<file path="config.mk">
export PLATFORM = sky130hd
export DESIGN_NAME = multi_standard_crc_engine_core
export DESIGN_NICKNAME = d
export VERILOG_FILES = /design/src/rtl/mscrc_pkg.sv /design/src/rtl/mscrc_fold.sv /design/src/rtl/multi_standard_crc_engine_core.sv
export VERILOG_INCLUDE_DIRS = /design/src /design/src/rtl
export SDC_FILE = /design/constraint.sdc
export NUM_CORES = 1
export LEC_CHECK = 0
export BUFFER_PORTS_ARGS = -buffer_cell sky130_fd_sc_hd__buf_2
export CAP_MARGIN = 20
export CORE_UTILIZATION = 48
export CTS_CLUSTER_SIZE = 30
export DETAILED_ROUTE_END_ITERATION = 12
export GPL_ROUTABILITY_DRIVEN = 0
export PLACE_DENSITY = 0.67
export SYNTH_ARGS = -nofsm -noshare
export SYNTH_HDL_FRONTEND = slang
export SYNTH_SLANG_ARGS = --single-unit
</file>
<file path="constraint.sdc">
create_clock -name clk -period 4 [get_ports clk]
set_input_delay 0.8 -clock clk [delete_from_list [all_inputs] [get_ports clk]]
set_output_delay 0.8 -clock clk [all_outputs]
set_load 0.01 [all_outputs]
</file>
<file path="src/rtl/assert_macros.svh">
// ----------------------------------------------------------------------------
// assert_macros.svh
// concurrent assertion helpers shared by the rtl
// ----------------------------------------------------------------------------
`ifndef ASSERT_MACROS_SVH
`define ASSERT_MACROS_SVH

// implication checked on every rising clock edge, off while reset is active
`define ASSERT_CLK(lbl, clk_sig, rst_n_sig, prop, msg) \
	lbl: assert property (@(posedge clk_sig) disable iff (!rst_n_sig) (prop)) \
		else $error(msg);

// signal held low while reset stays active, not checked on the edge where reset is first seen
`define ASSERT_LOW_IN_RESET(lbl, clk_sig, rst_n_sig, sig, msg) \
	lbl: assert property (@(posedge clk_sig) \
		(!rst_n_sig && $past(!rst_n_sig)) |-> !(sig)) \
		else $error(msg);

`endif

</file>
<file path="src/rtl/mscrc_pkg.sv">
// ----------------------------------------------------------------------------
// mscrc_pkg
// shared types and constants of the multi-standard crc engine
// ----------------------------------------------------------------------------
package mscrc_pkg;

	localparam int unsigned OP_W     = 2;
	localparam int unsigned BYTE_W   = 8;
	localparam int unsigned CRC_W    = 32;

	typedef enum logic [OP_W-1:0] {
		STD_J1850 = 2'd0,
		STD_H2F   = 2'd1,
		STD_CCITT = 2'd2,
		STD_CRC32 = 2'd3
	} crc_std_t;

	localparam logic [7:0]       POLY_J1850      = 8'h1D;
	localparam logic [7:0]       POLY_H2F        = 8'h2F;
	localparam logic [15:0]      POLY_CCITT      = 16'h1021;
	localparam logic [CRC_W-1:0] POLY_CRC32_REFL = 32'hEDB8_8320;

	localparam logic [CRC_W-1:0] INIT_CRC8  = 32'h0000_00FF;
	localparam logic [CRC_W-1:0] INIT_CRC16 = 32'h0000_FFFF;
	localparam logic [CRC_W-1:0] INIT_CRC32 = 32'hFFFF_FFFF;

	localparam logic [7:0]       XOROUT_CRC8  = 8'hFF;
	localparam logic [CRC_W-1:0] XOROUT_CRC32 = 32'hFFFF_FFFF;

endpackage

</file>
<file path="src/rtl/mscrc_fold.sv">
// ----------------------------------------------------------------------------
// mscrc_fold
// one-byte crc update, eight unrolled shift steps per standard
// ----------------------------------------------------------------------------
module mscrc_fold (
	input  logic [mscrc_pkg::OP_W-1:0]   op,
	input  logic [mscrc_pkg::BYTE_W-1:0] data_byte,
	input  logic                         first_byte,
	input  logic [mscrc_pkg::CRC_W-1:0]  rem,
	output logic [mscrc_pkg::CRC_W-1:0]  next_rem,
	output logic [mscrc_pkg::CRC_W-1:0]  crc_value
);
	import mscrc_pkg::*;

	crc_std_t         std;
	logic [CRC_W-1:0] base;
	logic [7:0]       poly8;
	logic [7:0]       r8;
	logic [15:0]      r16;
	logic [CRC_W-1:0] r32;

	assign std = crc_std_t'(op);

	// start value: init on a first byte, else the kept remainder
	always_comb begin
		base = rem;
		if (first_byte) begin
			unique case (std)
				STD_CCITT: base = INIT_CRC16;
				STD_CRC32: base = INIT_CRC32;
				default:   base = INIT_CRC8;
			endcase
		end
	end

	assign poly8 = (std == STD_H2F) ? POLY_H2F : POLY_J1850;

	// msb-first crc8
	always_comb begin
		r8 = base[7:0] ^ data_byte;
		for (int i = 0; i < 8; i++) begin
			r8 = r8[7] ? ({r8[6:0], 1'b0} ^ poly8) : {r8[6:0], 1'b0};
		end
	end

	// msb-first crc16
	always_comb begin
		r16 = base[15:0] ^ {data_byte, 8'h00};
		for (int i = 0; i < 8; i++) begin
			r16 = r16[15] ? ({r16[14:0], 1'b0} ^ POLY_CCITT) : {r16[14:0], 1'b0};
		end
	end

	// reflected crc32
	always_comb begin
		r32 = base ^ {{(CRC_W-BYTE_W){1'b0}}, data_byte};
		for (int i = 0; i < 8; i++) begin
			r32 = r32[0] ? ({1'b0, r32[CRC_W-1:1]} ^ POLY_CRC32_REFL) : {1'b0, r32[CRC_W-1:1]};
		end
	end

	always_comb begin
		unique case (std)
			STD_J1850, STD_H2F: begin
				next_rem  = {24'h0, r8};
				crc_value = {24'h0, r8 ^ XOROUT_CRC8};
			end
			STD_CCITT: begin
				next_rem  = {16'h0, r16};
				crc_value = {16'h0, r16};
			end
			default: begin
				next_rem  = r32;
				crc_value = r32 ^ XOROUT_CRC32;
			end
		endcase
	end

endmodule

</file>
<file path="src/rtl/multi_standard_crc_engine_core.sv">
// ----------------------------------------------------------------------------
// multi_standard_crc_engine_core
// byte-wide crc engine for crc8 j1850, crc8 h2f, crc16 ccitt and crc32
// ----------------------------------------------------------------------------
// datapath: an accepted item enters the item register, is folded there and,
//   if last, its crc is captured in the result register that drives out_valid
// throughput: one item per cycle, set by the combinational byte fold against
//   the kept remainder register; a last item waits only while an undrained
//   crc holds the result register
// reset: arst_n clears the item valid, the output valid and the remainder
//   to zero; a message that starts without first_byte folds from zero
module multi_standard_crc_engine_core (
	input  logic                         clk,
	input  logic                         arst_n,
	input  logic                         in_valid,
	output logic                         in_ready,
	input  logic [mscrc_pkg::OP_W-1:0]   op,
	input  logic [mscrc_pkg::BYTE_W-1:0] data_byte,
	input  logic                         first_byte,
	input  logic                         last_byte,
	output logic                         out_valid,
	input  logic                         out_ready,
	output logic [mscrc_pkg::CRC_W-1:0]  crc_value
);
	import mscrc_pkg::*;

	// item register
	logic              valid_s1;
	logic [OP_W-1:0]   op_s1;
	logic [BYTE_W-1:0] data_s1;
	logic              first_s1;
	logic              last_s1;

	// kept remainder and result register
	logic [CRC_W-1:0]  rem_q;
	logic              out_valid_q;
	logic [CRC_W-1:0]  crc_q;

	logic [CRC_W-1:0]  next_rem;
	logic [CRC_W-1:0]  fold_crc;
	logic              out_free;
	logic              go_s1;

	// result register can take a new crc when empty or being drained
	assign out_free = !out_valid_q || out_ready;
	// items without last_byte never need the result register
	assign go_s1    = valid_s1 && (!last_s1 || out_free);
	assign in_ready = !valid_s1 || go_s1;

	always_ff @(posedge clk or negedge arst_n) begin
		if (!arst_n) begin
			valid_s1 <= 1'b0;
		end else if (in_ready) begin
			valid_s1 <= in_valid;
		end
	end

	// payload of the item register, no reset needed
	always_ff @(posedge clk) begin
		if (in_ready && in_valid) begin
			op_s1    <= op;
			data_s1  <= data_byte;
			first_s1 <= first_byte;
			last_s1  <= last_byte;
		end
	end

	mscrc_fold u_fold (
		.op         (op_s1),
		.data_byte  (data_s1),
		.first_byte (first_s1),
		.rem        (rem_q),
		.next_rem   (next_rem),
		.crc_value  (fold_crc)
	);

	// remainder advances once per item, in arrival order
	always_ff @(posedge clk or negedge arst_n) begin
		if (!arst_n) begin
			rem_q <= '0;
		end else if (go_s1) begin
			rem_q <= next_rem;
		end
	end

	always_ff @(posedge clk or negedge arst_n) begin
		if (!arst_n) begin
			out_valid_q <= 1'b0;
		end else if (go_s1 && last_s1) begin
			out_valid_q <= 1'b1;
		end else if (out_ready) begin
			out_valid_q <= 1'b0;
		end
	end

	always_ff @(posedge clk) begin
		if (go_s1 && last_s1) begin
			crc_q <= fold_crc;
		end
	end

	assign out_valid = out_valid_q;
	assign crc_value = crc_q;

	`include "assert_macros.svh"

	// a result only appears right after a last item was folded
	`ASSERT_CLK(a_out_from_last, clk, arst_n, $rose(out_valid_q) |-> $past(go_s1 && last_s1), "result without last item")
	// the item register stalls only for a last item facing a full output
	`ASSERT_CLK(a_stall_reason, clk, arst_n, (valid_s1 && !go_s1) |-> (last_s1 && out_valid_q && !out_ready), "item stalled without cause")
	// crc8 leaves the upper remainder bits clear
	`ASSERT_CLK(a_crc8_width, clk, arst_n, (go_s1 && (op_s1 == STD_J1850 || op_s1 == STD_H2F)) |=> (rem_q[CRC_W-1:8] == '0), "crc8 remainder too wide")
	`ASSERT_LOW_IN_RESET(a_reset_out, clk, arst_n, out_valid_q, "output valid during reset")

endmodule

</file>
Yosys cells after proc, flatten, opt, wreduce, memory -nomap -nowiden
Cells that the tools add are included.

Register bits: 78. Bits of input ports: 16. Output and inout port bits: 34. Logic and storage cells: 83.

Equality and inequality tests: 3. Muxes and demuxes: 31. Bitwise logic cells: 29. Reduce and logical (&&, ||, !) cells: 12.

Operators with widths (number): $mux 32 (9); $pmux 32 s2 (3); $not 13->14 (8); $mux 13 (8); $xor 8x8->8 (9); $mux 8 (8); $not 32->32 (1); $xor 32x8->32 (1); $not 3->3 (8); $xor 16x16->16 (1); $not 8->8 (1); $mux 6 (1); $eq 2x2->1 const B (2); $logic_and 1x1->1 (3); $logic_not 1->1 (3); $logic_or 1x1->1 (3); $eq 2x1->1 const B (1); $logic_not 2->1 (1); $mux 1 (2); $reduce_bool 2->1 (1); $reduce_or 2->1 (1).

Depth between registers and ports, before layout
Depth in word-level cells: 22. Depth in mapped cells: 11. Depth with buffers taken out: 8.

By module
From an unflattened synthesis, not the netlist that was laid out.

Cells, all modules: 615. Area total of the unflattened synthesis: 6027.0 um^2.

By module, submodules not included: multi_standard_crc_engine_core (instances 1, cells each 237, area an instance 3368.2 um^2, sequential area each 2172.1 um^2); mscrc_fold (instances 1, cells each 378, area an instance 2658.8 um^2, sequential area each 0.0 um^2).

Worst setup path before layout
OpenSTA, ideal clock, no wires.

Path type: register to register. Start point: register first_s1. End point: register rem_q[2]. Library setup time: 0.132 ns. Arrival time: 2.486 ns. Setup slack: 1.383 ns. Cell stages (with the launch flop): 11. Path buffers: 2. Period minus slack after synthesis: 2.617 ns. Cells stage by stage: edfxtp_1 buf_6 or3_4 and2_4 buf_6 xnor3_2 xor2_4 xor2_1 o22ai_1 nor3_1 or3b_1.

Cells in the longest elaborated chain, start to end: 18.

Ends and longest elaborated chain: from (decl) (line multi_standard_crc_engine_core.sv:31) `logic first_s1;`; from (signal assigned) (line multi_standard_crc_engine_core.sv:63) `first_s1 <= first_byte;`; $mux 32 (*) (line mscrc_fold.sv:27) `if (first_byte) begin`; $xor 8x8->8 (line mscrc_fold.sv:40) `r8 = base[7:0] ^ data_byte;`; $xor 8x8->8 (line mscrc_fold.sv:42) `r8 = r8[7] ? ({r8[6:0], 1'b0} ^ poly8) : {r8[6:0], 1'b0};`; $mux 8 (line mscrc_fold.sv:42); $xor 8x8->8 (line mscrc_fold.sv:42); $mux 8 (line mscrc_fold.sv:42); $xor 8x8->8 (line mscrc_fold.sv:42); $mux 8 (line mscrc_fold.sv:42); [... 2 more ...]; $xor 8x8->8 (line mscrc_fold.sv:42); $mux 8 (line mscrc_fold.sv:42); $mux 8 / $xor 8x8->8 (equally long branches) (line mscrc_fold.sv:42); $xor 8x8->8 / $mux 8 (equally long branches) (line mscrc_fold.sv:42); $mux 8 / $xor 8x8->8 (equally long branches) (line mscrc_fold.sv:42); $xor 8x8->8 / $mux 8 (equally long branches) (line mscrc_fold.sv:42); $mux 8 (line mscrc_fold.sv:42); $pmux 32 s2 (*) (line mscrc_fold.sv:63) `unique case (std)`; to (signal assigned) (line multi_standard_crc_engine_core.sv:82) `rem_q <= next_rem;`; to (decl) (line multi_standard_crc_engine_core.sv:35) `logic [CRC_W-1:0] rem_q;`.

Every way passes the cells marked *; elsewhere a longest branch is shown, timed or not. A chain may end at the register's enable or synchronous reset.

Worst setup path after layout
Start point: register first_s1. End point: register crc_q[3] (netlist: crc_value[3]), data pin.

Cells in the longest elaborated chain, start to end: 19.

Ends and longest elaborated chain: $mux 32 (*) (line mscrc_fold.sv:27); $xor 8x8->8 (line mscrc_fold.sv:40); $xor 8x8->8 (line mscrc_fold.sv:42); $mux 8 (line mscrc_fold.sv:42); $xor 8x8->8 (line mscrc_fold.sv:42); $mux 8 (line mscrc_fold.sv:42); $xor 8x8->8 (line mscrc_fold.sv:42); $mux 8 (line mscrc_fold.sv:42); [... 4 more ...]; $mux 8 / $xor 8x8->8 (equally long branches) (line mscrc_fold.sv:42); $xor 8x8->8 / $mux 8 (equally long branches) (line mscrc_fold.sv:42); $mux 8 / $xor 8x8->8 (equally long branches) (line mscrc_fold.sv:42); $xor 8x8->8 / $mux 8 (equally long branches) (line mscrc_fold.sv:42); $mux 8 (line mscrc_fold.sv:42); $not 8->8 (no source line); $pmux 32 s2 (*) (line mscrc_fold.sv:63); via fold_crc[3] (line multi_standard_crc_engine_core.sv:40) `logic [CRC_W-1:0] fold_crc;`; to (signal assigned) (line multi_standard_crc_engine_core.sv:98) `crc_q <= fold_crc;`; to (decl) (line multi_standard_crc_engine_core.sv:37) `logic [CRC_W-1:0] crc_q;`.

The timed path passes the listed nets; every way through them passes the cells marked *.

==> key figures <==
Outcome
  – Status: completed

Job
  – Number of max-cap violations: 0

Worst hold path
  – Hold Crit Depth: 2
  – Worst hold start: rem_q[28]
  – WHS Endpoint: rem_q[28]
  – HP Class: register to register

Clock tree
  – Hold buffers post-CTS: 0
  – Post-cts repair resize count: 0
  – Worst skew pair latency: between 300 and 400 ps
  – Root Driver: clkbuf_8
  – Reg clk slew, reported paths: 80 ps
  – Longest Clk Path Bufs: 2
  – CTS tree: built
  – TritonCTS buffer count: 9
  – Postcts setup bufs: 0
  – Clock H-tree levels: 3
  – Clk sinks: between 70 and 80

Logic synthesis
  – Synth Warn #: 0
  – Post-synth top flop: edfxtp_1
  – Seq/Total Area, Yosys: 41.1%
  – Post-synth ARST share: between 40% and 50%
  – Post-Synthesis Cells: 560
  – Post-Syn Area: between 0.005 and 0.006 sq mm
  – Synth Area per Inst: between 9 and 10 sq um
  – Register bit count reported by yosys: just under 80
  – EDFF count, synth: 44
  – Post-Syn Nets: between 500 and 600
  – Synth cell types: 60

Routing
  – DRC Markers: 0
  – Via count: between 4000 and 5000
  – Vias per cell: 5.64
  – TritonRoute pass-1 iters: 5
  – Starting DRC count in detailed routing: around 370
  – Post-route ant nets: 0
  – Post-Route WL: approximately 13 mm
  – Routed len/inst: ~18 um

Worst setup path
  – CP Cell Sequence: buf_12 -> o21ai_0 -> nand3_1 -> and3_1 -> nor2_1 -> o21ai_0 -> and3_1 -> mux2i_1 -> and2_1
  – R2r endpoint: crc_value[3]
  – Crit path kind: register to register
  – CP Data Arrival Time: roughly 3300 ps
  – CP required: about 4200 ps
  – Critical Path Max Stage Delay: around 430 ps
  – Crit-path slowest cell: edfxtp_1
  – CP Launch Type: register
  – Reg2Reg Depth: 9
  – FF-to-FF setup slack: between 900 and 1000 ps
  – Critical R2R Launch: first_s1
  – CP endpoint kind: register
  – Max FO, Critical Path: between 60 and 70

Cells and area
  – Most common cell after layout, fill and taps aside: xnor2_1
  – Area growth, synth to finish: 11.0%
  – Non-Filler Instances: 735
  – Antenna cells: 0
  – Layout cells sized above 1: 15.0%
  – Nets: 610
  – Most frequent cells in the layout: 89 x xnor2_1, 74 x nor2_1, 64 x nand2_1

Floorplanning
  – Initial core utilization: between 50% and 60%
  – Rows: 37
  – Area of the die: approximately 0.011 sq mm
  – Number of top-level pins: 50
  – Die Height: approximately 110 um
  – Core area: 0.0105 sq mm
  – Die width: about 110 um

Timing
  – Final Setup Violations: 0
  – Unrepaired setup endpoints after global routing: false
  – Setup TNS: 0 ps
  – Fmax: around 0.33 GHz
  – Min Hold Slack: slightly below 500 ps
  – Minimum clock period: 3030 ps
  – Final worst-path cycle share: 75.8%
  – Final hold violations: 0
  – Slew margin rel.: 44.8%
  – Final Skew: roughly 8.6 ps
  – Actual slew at the worst max-slew pin: around 830 ps
  – Final WS setup: around 970 ps
  – Final-report max-slew violation count: 0

Place
  – IO buf count: 49
  – Place WS: about 1100 ps
  – Placed Instances: between 700 and 800
  – Post-DP HPWL: approximately 10 mm

Power and ir drop
  – Total power: 4870 uW
  – PD cells: slightly above 800 mW/mm^2
  – P_leak: around 0.0023 uW
  – Peak VDD IR: 0.318 mV

Global route
  – Gr ovfl total: 0
  – GR Util All Layers: 25.5%
  – Initial antenna violation count: 0
  – First-pass GRT wire length: around 22 mm
  – Vias in the first global route: just under 4000
  – Largest net degree at the start of global routing: 63
worst max path at each step:
| stage | start | endpoint | slack (ps) | depth (start not counted) |
|---|---|---|---|---|
| finish | first_s1 | crc_value[3] | 970 | 9 |
| CTS | first_s1 | crc_value[1] | 1030 | 9 |
| detailed placement | first_s1 | crc_value[1] | 1060 | 9 |
| floorplan | first_s1 | rem_q[2] | 1380 | 10 |
| global placement | first_s1 | crc_value[1] | 1090 | 9 |
| global route | first_s1 | crc_value[1] | 700 | 9 |
where the power goes:
group	internal (uW)	total (uW)	switching (uW)	leakage, uW
sequential	1100	1340	233	0.000856
combinational	1240	2810	1570	0.00134
clock	433	725	293	0.000120
per-layer routing:
metal	vias up	routed length, um	global-route usage, %
met1	1973	5920	35.1
met3	29	983	5.35
met2	186	6100	38.2
met4	0	487	12.6
met5	-	0	0
li1	1956	-	-
worst max-delay path, delay by kind of cell, from the launching register on:
family / cells / cell delay (ps)
and+or+nand+nor: 5 / 1260
buffers and inverters: 1 / 230
AOI/OAI and AO/OA: 2 / 700
muxes: 1 / 270
DFF: 1 / 430
cell usage after synthesis (3+ instances only):
| cell | number | area [sq um] |
|---|---|---|
| xnor2_1 | 89 | 780 |
| nor2_1 | 74 | 278 |
| nand2_1 | 64 | 240 |
| o21ai_0 | 49 | 245 |
| edfxtp_1 | 44 | 1320 |
| xor2_1 | 36 | 315 |
| dfrtp_1 | 34 | 851 |
| clkbuf_1 | 23 | 86.3 |
| a21oi_1 | 18 | 90.1 |
| mux2i_1 | 14 | 140 |
| and2_1 | 10 | 62.6 |
| nor3_1 | 8 | 40.0 |
| a31oi_1 | 6 | 37.5 |
| buf_2 | 6 | 30.0 |
| nand3_1 | 6 | 30.0 |
| and3_1 | 5 | 31.3 |
| o21a_1 | 5 | 37.5 |
| or3_1 | 5 | 31.3 |
| inv_1 | 4 | 15.0 |
| xnor3_1 | 4 | 90.1 |
| o211ai_1 | 3 | 22.5 |
| o22ai_1 | 3 | 18.8 |
| xnor2_2 | 3 | 48.8 |
sequential cells by signal, indices dropped and copies added, names as in the netlist:
register	count
data_s1	8
crc_value	32
out_valid	1
op_s1	2
valid_s1	1
last_s1	1
first_s1	1
rem_q	32
through the flow:
stage          util, %  instance area (sq um)
6_report          55.8                   5860
5_1_grt           55.8                   5860
4_1_cts           55.8                   5860
3_5_place_dp      53.4                   5610
3_3_place_gp      53.4                   5610
2_1_floorplan        -                   5280
final cells by class:
type / instances / area [sq um]
Fill cell: 920 / 4650
Multi-Input combinational cell: 442 / 2930
Sequential cell: 78 / 2170
Timing Repair Buffer: 58 / 325
Tap cell: 136 / 170
Clock buffer: 11 / 141
Clock inverter: 5 / 106
Inverter: 5 / 18.8
kinds of logic (layout without fill, tap and decap cells):
logic type,Yosys count,in the layout,synth area share [%]
AND/OR/NAND/NOR,189,189,16.0
flip-flops,78,78,41.1
buffers and inverters,40,79,3.44
multiplexers,16,16,3.08
AO/OA/AOI/OAI,102,102,11.5
XOR/XNOR,135,135,24.8
No activity file was read; power rests on OpenSTA's default activity.
